File: src/sv/tpe_pkg.sv
// types, codes and reset values for the touch pointer event tracker
`default_nettype none
package tpe_pkg;

	localparam int RAW_W     = 16;
	localparam int OFF_W     = 10;
	localparam int SIZE_W    = 11;
	localparam int POS_W     = 10;
	localparam int TIME_W    = 32;
	localparam int TMO_W     = 16;
	localparam int KIND_W    = 2;
	localparam int CFG_IDX_W = 3;
	localparam int CFG_DATA_W = 16;

	localparam logic [KIND_W-1:0] EV_DOWN = 2'd0;
	localparam logic [KIND_W-1:0] EV_MOVE = 2'd1;
	localparam logic [KIND_W-1:0] EV_UP   = 2'd2;

	localparam logic CMD_POLL   = 1'b0;
	localparam logic CMD_REPORT = 1'b1;

	localparam logic [CFG_IDX_W-1:0] REG_OFFSET_X   = 3'd0;
	localparam logic [CFG_IDX_W-1:0] REG_OFFSET_Y   = 3'd1;
	localparam logic [CFG_IDX_W-1:0] REG_WIDTH      = 3'd2;
	localparam logic [CFG_IDX_W-1:0] REG_HEIGHT     = 3'd3;
	localparam logic [CFG_IDX_W-1:0] REG_TIMEOUT    = 3'd4;

	localparam logic [OFF_W-1:0]  RST_OFFSET_X = 10'd49;
	localparam logic [OFF_W-1:0]  RST_OFFSET_Y = 10'd9;
	localparam logic [SIZE_W-1:0] RST_WIDTH    = 11'd184;
	localparam logic [SIZE_W-1:0] RST_HEIGHT   = 11'd224;
	localparam logic [TMO_W-1:0]  RST_TIMEOUT  = 16'd120;

	localparam logic [SIZE_W-1:0] SIZE_MAX = 11'd1024;

	typedef struct packed {
		logic              cmd;
		logic [TIME_W-1:0] now_ms;
		logic              touched;
		logic [RAW_W-1:0]  raw_x;
		logic [RAW_W-1:0]  raw_y;
	} tpe_item_t;

	typedef struct packed {
		logic [KIND_W-1:0] kind;
		logic [POS_W-1:0]  x;
		logic [POS_W-1:0]  y;
		logic [TIME_W-1:0] t;
	} tpe_event_t;

endpackage
`default_nettype wire

File: src/sv/tpe_map.sv
// raw to logical coordinate mapping: offset, halve, clamp
`default_nettype none
module tpe_map (
	input  logic [tpe_pkg::RAW_W-1:0]  raw,
	input  logic [tpe_pkg::OFF_W-1:0]  off,
	input  logic [tpe_pkg::SIZE_W-1:0] size,
	output logic [tpe_pkg::POS_W-1:0]  pos
);
	import tpe_pkg::*;

	logic [SIZE_W-1:0] size_m1;
	logic [POS_W-1:0]  hi;
	logic [RAW_W-1:0]  diff;
	logic [RAW_W-2:0]  half;

	always_comb begin
		size_m1 = size - SIZE_W'(1);
		if (size == '0) begin
			hi = '0;
		end else if (size > SIZE_MAX) begin
			hi = '1;
		end else begin
			hi = size_m1[POS_W-1:0];
		end
		diff = raw - RAW_W'(off);
		half = diff[RAW_W-1:1];
		if (raw <= RAW_W'(off)) begin
			pos = '0;
		end else if (half > (RAW_W-1)'(hi)) begin
			pos = hi;
		end else begin
			pos = half[POS_W-1:0];
		end
	end

endmodule
`default_nettype wire

File: src/sv/tpe_track.sv
// pointer state and event decision for one item
`default_nettype none
module tpe_track (
	input  logic                       clk,
	input  logic                       arst_n,
	input  logic                       fire,
	input  tpe_pkg::tpe_item_t         item,
	input  logic [tpe_pkg::POS_W-1:0]  map_x,
	input  logic [tpe_pkg::POS_W-1:0]  map_y,
	input  logic [tpe_pkg::TMO_W-1:0]  timeout,
	output logic                       res_valid,
	output tpe_pkg::tpe_event_t        res
);
	import tpe_pkg::*;

	logic              down_q;
	logic [POS_W-1:0]  held_x_q;
	logic [POS_W-1:0]  held_y_q;
	logic [TIME_W-1:0] last_time_q;

	logic              down_n;
	logic [POS_W-1:0]  held_x_n;
	logic [POS_W-1:0]  held_y_n;
	logic [TIME_W-1:0] last_time_n;
	logic [TIME_W-1:0] elapsed;

	always_comb begin
		down_n      = down_q;
		held_x_n    = held_x_q;
		held_y_n    = held_y_q;
		last_time_n = last_time_q;
		res_valid   = 1'b0;
		res.kind    = EV_UP;
		res.x       = held_x_q;
		res.y       = held_y_q;
		res.t       = item.now_ms;
		elapsed     = item.now_ms - last_time_q;
		if (item.cmd == CMD_POLL) begin
			if (down_q && (elapsed >= TIME_W'(timeout))) begin
				down_n    = 1'b0;
				res_valid = 1'b1;
			end
		end else if (item.touched) begin
			last_time_n = item.now_ms;
			res.x       = map_x;
			res.y       = map_y;
			held_x_n    = map_x;
			held_y_n    = map_y;
			if (!down_q) begin
				down_n    = 1'b1;
				res_valid = 1'b1;
				res.kind  = EV_DOWN;
			end else if ((map_x != held_x_q) || (map_y != held_y_q)) begin
				res_valid = 1'b1;
				res.kind  = EV_MOVE;
			end
		end else if (down_q) begin
			down_n    = 1'b0;
			res_valid = 1'b1;
		end
	end

	always_ff @(posedge clk or negedge arst_n) begin
		if (!arst_n) begin
			down_q      <= 1'b0;
			held_x_q    <= '0;
			held_y_q    <= '0;
			last_time_q <= '0;
		end else if (fire) begin
			down_q      <= down_n;
			held_x_q    <= held_x_n;
			held_y_q    <= held_y_n;
			last_time_q <= last_time_n;
		end
	end

endmodule
`default_nettype wire

File: src/sv/touch_pointer_event_tracker_unit.sv
// top level of the touch pointer event tracker
// Turns touch controller reports and time polls into down, move and up pointer
// events. An input beat is registered, its coordinates mapped and the pointer
// state updated as the beat leaves the input stage, when any event also lands
// in the output register. One beat per cycle is sustained while the output
// side takes beats, set by the single input stage and single output register.
// Register writes take effect at once and belong in idle periods.
`default_nettype none
module touch_pointer_event_tracker_unit (
	input  logic                             clk,
	input  logic                             arst_n,
	input  logic                             in_valid,
	output logic                             in_ready,
	input  logic                             cmd,
	input  logic [tpe_pkg::TIME_W-1:0]       now_ms,
	input  logic                             touched,
	input  logic [tpe_pkg::RAW_W-1:0]        raw_x,
	input  logic [tpe_pkg::RAW_W-1:0]        raw_y,
	output logic                             out_valid,
	input  logic                             out_ready,
	output logic [tpe_pkg::KIND_W-1:0]       event_kind,
	output logic [tpe_pkg::POS_W-1:0]        pos_x,
	output logic [tpe_pkg::POS_W-1:0]        pos_y,
	output logic [tpe_pkg::TIME_W-1:0]       event_time,
	input  logic                             cfg_wr_en,
	input  logic [tpe_pkg::CFG_IDX_W-1:0]    cfg_addr,
	input  logic [tpe_pkg::CFG_DATA_W-1:0]   cfg_wdata
);
	import tpe_pkg::*;

	logic [OFF_W-1:0]  off_x_q;
	logic [OFF_W-1:0]  off_y_q;
	logic [SIZE_W-1:0] width_q;
	logic [SIZE_W-1:0] height_q;
	logic [TMO_W-1:0]  timeout_q;

	logic       valid_s1;
	tpe_item_t  item_s1;
	logic       valid_s2;
	tpe_event_t event_s2;

	logic       adv;
	logic       fire;
	logic [POS_W-1:0] map_x;
	logic [POS_W-1:0] map_y;
	logic       res_valid;
	tpe_event_t res;

	// configuration registers
	always_ff @(posedge clk or negedge arst_n) begin
		if (!arst_n) begin
			off_x_q   <= RST_OFFSET_X;
			off_y_q   <= RST_OFFSET_Y;
			width_q   <= RST_WIDTH;
			height_q  <= RST_HEIGHT;
			timeout_q <= RST_TIMEOUT;
		end else if (cfg_wr_en) begin
			case (cfg_addr)
				REG_OFFSET_X: off_x_q   <= cfg_wdata[OFF_W-1:0];
				REG_OFFSET_Y: off_y_q   <= cfg_wdata[OFF_W-1:0];
				REG_WIDTH:    width_q   <= cfg_wdata[SIZE_W-1:0];
				REG_HEIGHT:   height_q  <= cfg_wdata[SIZE_W-1:0];
				REG_TIMEOUT:  timeout_q <= cfg_wdata[TMO_W-1:0];
				default: ;
			endcase
		end
	end

	assign adv      = !valid_s2 || out_ready;
	assign fire     = valid_s1 && adv;
	assign in_ready = !valid_s1 || adv;

	// input stage
	always_ff @(posedge clk or negedge arst_n) begin
		if (!arst_n) begin
			valid_s1 <= 1'b0;
		end else if (in_ready) begin
			valid_s1 <= in_valid;
		end
	end

	always_ff @(posedge clk) begin
		if (in_valid && in_ready) begin
			item_s1.cmd     <= cmd;
			item_s1.now_ms  <= now_ms;
			item_s1.touched <= touched;
			item_s1.raw_x   <= raw_x;
			item_s1.raw_y   <= raw_y;
		end
	end

	tpe_map u_map_x (
		.raw  (item_s1.raw_x),
		.off  (off_x_q),
		.size (width_q),
		.pos  (map_x)
	);

	tpe_map u_map_y (
		.raw  (item_s1.raw_y),
		.off  (off_y_q),
		.size (height_q),
		.pos  (map_y)
	);

	tpe_track u_track (
		.clk       (clk),
		.arst_n    (arst_n),
		.fire      (fire),
		.item      (item_s1),
		.map_x     (map_x),
		.map_y     (map_y),
		.timeout   (timeout_q),
		.res_valid (res_valid),
		.res       (res)
	);

	// output register
	always_ff @(posedge clk or negedge arst_n) begin
		if (!arst_n) begin
			valid_s2 <= 1'b0;
		end else if (adv) begin
			valid_s2 <= fire && res_valid;
		end
	end

	always_ff @(posedge clk) begin
		if (fire && res_valid) begin
			event_s2 <= res;
		end
	end

	assign out_valid  = valid_s2;
	assign event_kind = event_s2.kind;
	assign pos_x      = event_s2.x;
	assign pos_y      = event_s2.y;
	assign event_time = event_s2.t;

endmodule
`default_nettype wire

File: config.mk
export PLATFORM = sky130hd
export DESIGN_NAME = touch_pointer_event_tracker_unit
export DESIGN_NICKNAME = d
export VERILOG_FILES = /design/src/sv/tpe_pkg.sv /design/src/sv/tpe_map.sv /design/src/sv/tpe_track.sv /design/src/sv/touch_pointer_event_tracker_unit.sv
export SDC_FILE = /design/constraint.sdc
export NUM_CORES = 1
export LEC_CHECK = 0
export BUFFER_PORTS_ARGS = -buffer_cell sky130_fd_sc_hd__buf_2
export CORE_MARGIN = 8
export CORE_UTILIZATION = 36
export CTS_CLUSTER_SIZE = 24
export DETAILED_ROUTE_END_ITERATION = 12
export PLACE_DENSITY = 0.57
export SYNTH_ARGS = -nofsm -noshare
export SYNTH_HDL_FRONTEND = slang
export SYNTH_SLANG_ARGS = --single-unit
File: constraint.sdc
create_clock -name clk -period 8.77 [get_ports clk]
set_input_delay 0.877 -clock clk [delete_from_list [all_inputs] [get_ports clk]]
set_output_delay 0.877 -clock clk [all_outputs]
set_load 0.01 [all_outputs]
==> results.txt <==
----------------------------------------------------
[Drt]
  Vias per inst ... 5.27
  DRT antenna net count ... 0
  Initial DRC count ... 645
  Wire length reported by the detailed router ... 37000 µm
  Drt drc ... 0
  Total via count in the routed design ... 10700
  Routed wirelength normalized by instance count ... 18.1 µm
  Number of detailed-route iterations in the first pass ... 5

[Floorplanning]
  Initial core utilization ... 0.362
  Die area ... 45200 µm²
  Number of standard-cell rows in the floorplan ... 72
  Die H ... 213 µm
  Floorplan die width ... 213 µm
  IO Count ... 146
  Std-Cell Core Area ... 38500 µm²

[Placement]
  Setup Slack @ Placement ... 1.84 ns
  Total cell area at the placement stage ... 15200 µm²
  Half-perimeter wire length of the detailed placement result ... 28200 µm
  Global placer's final weighted congestion ... 0.904
  Count of input and output buffers ... 145

[Synth]
  Number of flip-flops and latches in the synthesized netlist ... 233
  Commonest cells in the netlist ... sky130_fd_sc_hd__nand2_1 (145), sky130_fd_sc_hd__edfxtp_1 (120), sky130_fd_sc_hd__o21ai_0 (111)
  Yosys warning total ... 0
  Dominant cell by count in the synthesized netlist ... sky130_fd_sc_hd__nand2_1
  Post-synthesis cell type with the largest combined area ... sky130_fd_sc_hd__edfxtp_1
  Flip-flop cell with the highest count after synthesis ... sky130_fd_sc_hd__edfxtp_1
  Share of synthesized area occupied by flip-flops and latches ... 0.463
  Post-Syn Area ... 13900 µm²
  Net count of the mapped netlist ... 1543
  Share of Yosys cell area claimed by the top area cell type ... 0.259
  Mean post-synth cell area ... 10.2 µm²
  Cell types with the largest area share after synthesis ... sky130_fd_sc_hd__edfxtp_1 (26%), sky130_fd_sc_hd__dfrtp_1 (17%), sky130_fd_sc_hd__ha_1 (8.0%)
  Number of flops mapped to enable cells by yosys ... 120
  Gate count of the mapped netlist ... 1361
  Number of distinct library cell variants in the gate-level netlist after synthesis ... 96
  Share of flip-flops with an asynchronous set or reset after synthesis ... 0.485

[Setup path]
  CP Data Arrival Time ... 7.17 ns
  Start-to-end type of the worst setup path ... reg -> reg
  Crit. End Element ... flip-flop
  Cell depth of the worst flop-to-flop path ... 21
  Endpoint of the worst-slack reg-to-reg timing path ... event_time[21]
  Maximum fanout along the worst path ... 32
  Slack of the worst reg-to-reg path ... 1.78 ns
  Endpoint required time on the critical path ... 8.96 ns
  Startpoint class of the critical path ... flip-flop
  Source of the critical timing path ... off_y_q[0]
  FF-to-FF Start ... off_y_q[0]
  Critical path destination ... event_time[21]

[CTS]
  Depth of the CTS H-tree ... 1
  Clock insertion delay at the later pin of the skew report ... 0.56 ns
  Root Buffer Master ... sky130_fd_sc_hd__clkbuf_16
  Clock Sink Count ... 233
  Number of buffers added by the clock tree synthesis step ... 27
  Total of cells resized after clock tree synthesis ... 0
  TritonCTS clock tree ... done
  Clk buf depth ... 3
  Post-CTS Repair Setup Buffers ... 0
  Cts hold-fix bufs ... 0
  Clock input transition at the sequential cells of the worst setup and hold paths ... 0.06 ns

[Timing]
  Clock Skew ... 0.0151 ns
  Unrepaired setup endpoints after global routing ... false
  Setup violators final ... 0
  Maximum clock frequency ... 143 MHz
  Worst-Margin Slew ... 1.23 ns
  Max-slew violations ... 0
  Fraction of the cycle the final worst path needs ... 0.797
  Final Critical Period ... 6.99 ns
  Setup TNS ... 0 ns
  Count of final hold-check violations ... 0
  Worst setup slack after layout ... 1.78 ns
  Relative max-transition margin ... 0.174

[Cells and area]
  Sequential Area ... 6450 µm²
  Number of fillers in the final layout ... 3810
  Multi-input combinational cell area ... 6880 µm²
  Area of all placed cells without fillers ... 16100 µm²
  Layout Nets ... 1681
  Utilization after layout ... 0.418
  Diode insertion count for antenna repair ... 0
  Area added between synthesis and finish ... 15.4%
  Layout cells sized above 1 ... 0.201

[GRT]
  Overall global routing resource usage ... 0.163
  First-pass GRT wire length ... 58800 µm
  Maximum number of pins on one net before global-route repair ... 73
  Vias in the first global route ... 10600
  Residual overflow from global routing ... 0
  Initial antenna violation count ... 4

[Power]
  Power per unit of standard cell area ... 275 nW/µm²
  Total power of the final layout ... 4.42 mW
  P_leak ... 6.76 nW
  Peak VDD IR ... 0.000167 V

[Min path]
  Path class of the lowest-slack min-delay path ... in -> async

[Flow run]
  Max cap viols ... 0

[Status]
  Run status ... complete, no violations

----------------------------------------------------
[registers in the layout (all words and copies together), names as in the netlist]
signal,flops
item_s1,66
event_time,32
u_track.last_time_q,32
timeout_q,16
height_q,11
width_q,11
off_x_q,10
off_y_q,10
pos_x,10
pos_y,10
u_track.held_x_q,10
u_track.held_y_q,10
event_kind,2
out_valid,1
u_track.down_q,1
valid_s1,1
[kinds of logic after synthesis]
family | Yosys count | synth area share
muxes | 70 | 0.0557
buffers and inverters | 150 | 0.0437
xor gates and xnor gates | 41 | 0.0258
AOI/OAI and AO/OA | 370 | 0.178
and+or+nand+nor | 405 | 0.150
adders and majority gates | 92 | 0.0843
DFF | 233 | 0.463
[report_power, final]
part	switching [mW]	internal (mW)
combinational	1.00	0.729
clock	0.458	0.697
sequential	0.154	1.38
total	1.62	2.81
[critical path, stage by stage, from the launching register on]
cell and delay (ns):
sky130_fd_sc_hd__dfstp_2 0.54, sky130_fd_sc_hd__ha_1 0.16, sky130_fd_sc_hd__inv_1 0.05, sky130_fd_sc_hd__fa_1 0.40, sky130_fd_sc_hd__and3_4 0.21, sky130_fd_sc_hd__o21a_4 0.22, sky130_fd_sc_hd__o31ai_1 0.27, sky130_fd_sc_hd__a21oi_1 0.11
sky130_fd_sc_hd__a2111oi_0 0.69, sky130_fd_sc_hd__ha_1 0.37, sky130_fd_sc_hd__nand3_1 0.11, sky130_fd_sc_hd__o21bai_1 0.12, sky130_fd_sc_hd__a21o_1 0.13, sky130_fd_sc_hd__a31oi_1 0.06, sky130_fd_sc_hd__a211oi_4 0.45, sky130_fd_sc_hd__and2_1 0.70
sky130_fd_sc_hd__o31ai_1 0.21, sky130_fd_sc_hd__o2111ai_1 0.32, sky130_fd_sc_hd__nor4_2 0.12, sky130_fd_sc_hd__nand4b_1 0.13, sky130_fd_sc_hd__and4b_2 0.65, sky130_fd_sc_hd__buf_4 0.53
[cell usage in the layout (no fill, tap or decap), types with 7 or more instances in the layout]
cell type and n:
sky130_fd_sc_hd__nor2b_1 19, sky130_fd_sc_hd__nand4_1 14, sky130_fd_sc_hd__edfxtp_1 120, sky130_fd_sc_hd__xor2_1 11, sky130_fd_sc_hd__nand2b_1 13, sky130_fd_sc_hd__o2111ai_1 7
sky130_fd_sc_hd__a2111oi_0 7, sky130_fd_sc_hd__clkbuf_16 27, sky130_fd_sc_hd__a31oi_1 7, sky130_fd_sc_hd__o22ai_1 8, sky130_fd_sc_hd__o21ai_0 111, sky130_fd_sc_hd__inv_1 106
sky130_fd_sc_hd__o31ai_1 9, sky130_fd_sc_hd__or3_1 13, sky130_fd_sc_hd__nor3_1 22, sky130_fd_sc_hd__buf_4 9, sky130_fd_sc_hd__a211oi_1 14, sky130_fd_sc_hd__buf_2 144
sky130_fd_sc_hd__mux2_2 60, sky130_fd_sc_hd__clkbuf_1 8, sky130_fd_sc_hd__o211ai_1 16, sky130_fd_sc_hd__nor4_1 7, sky130_fd_sc_hd__ha_1 89, sky130_fd_sc_hd__or2_2 9
sky130_fd_sc_hd__mux2i_1 10, sky130_fd_sc_hd__nor3b_1 12, sky130_fd_sc_hd__dfrtp_1 97, sky130_fd_sc_hd__nand3b_1 9, sky130_fd_sc_hd__nand2_1 145, sky130_fd_sc_hd__a21oi_1 66
sky130_fd_sc_hd__nor2_1 64, sky130_fd_sc_hd__and3_1 7, sky130_fd_sc_hd__dfstp_2 16, sky130_fd_sc_hd__and4_1 7, sky130_fd_sc_hd__a21o_1 32, sky130_fd_sc_hd__o21a_1 13
sky130_fd_sc_hd__nand3_1 27, sky130_fd_sc_hd__xnor2_1 30, sky130_fd_sc_hd__and2_1 8
[worst min-delay path by stage]
stage	endpoint	slack (ns)	cells after the start
after detailed placement	event_time[0]	0.45	0
final	u_track.held_y_q[6]	0.36	1
after global placement	event_time[0]	0.44	0
after floorplan	event_time[0]	0.43	0
after CTS	u_track.held_y_q[6]	0.37	1
after global routing	u_track.held_y_q[6]	0.40	1
[layout make-up]
type                    instances  share of cell area
clock buffers                  36              0.0448
flip-flops and latches        233               0.401
multi-input cells             978               0.428
inverters                     106              0.0248
repair buffers                153              0.0490
well taps                     518              0.0403
clock inverters                14              0.0117
[per-stage QoR]
stage          std cells  hold slack, ns
6_report            2038           0.357
5_1_grt             2038           0.403
4_1_cts             2038           0.367
3_5_place_dp        1988           0.452
3_3_place_gp        1988           0.441
2_1_floorplan       1361           0.426
[per-layer routing]
layer	vias up	GRT usage	wire length, µm
met5	-	0	27
met3	59	0.0276	1770
met4	4	0.0455	862
met2	215	0.275	17500
met1	5158	0.213	16800
li1	5302	-	-
(Power assumes the default switching activity.)
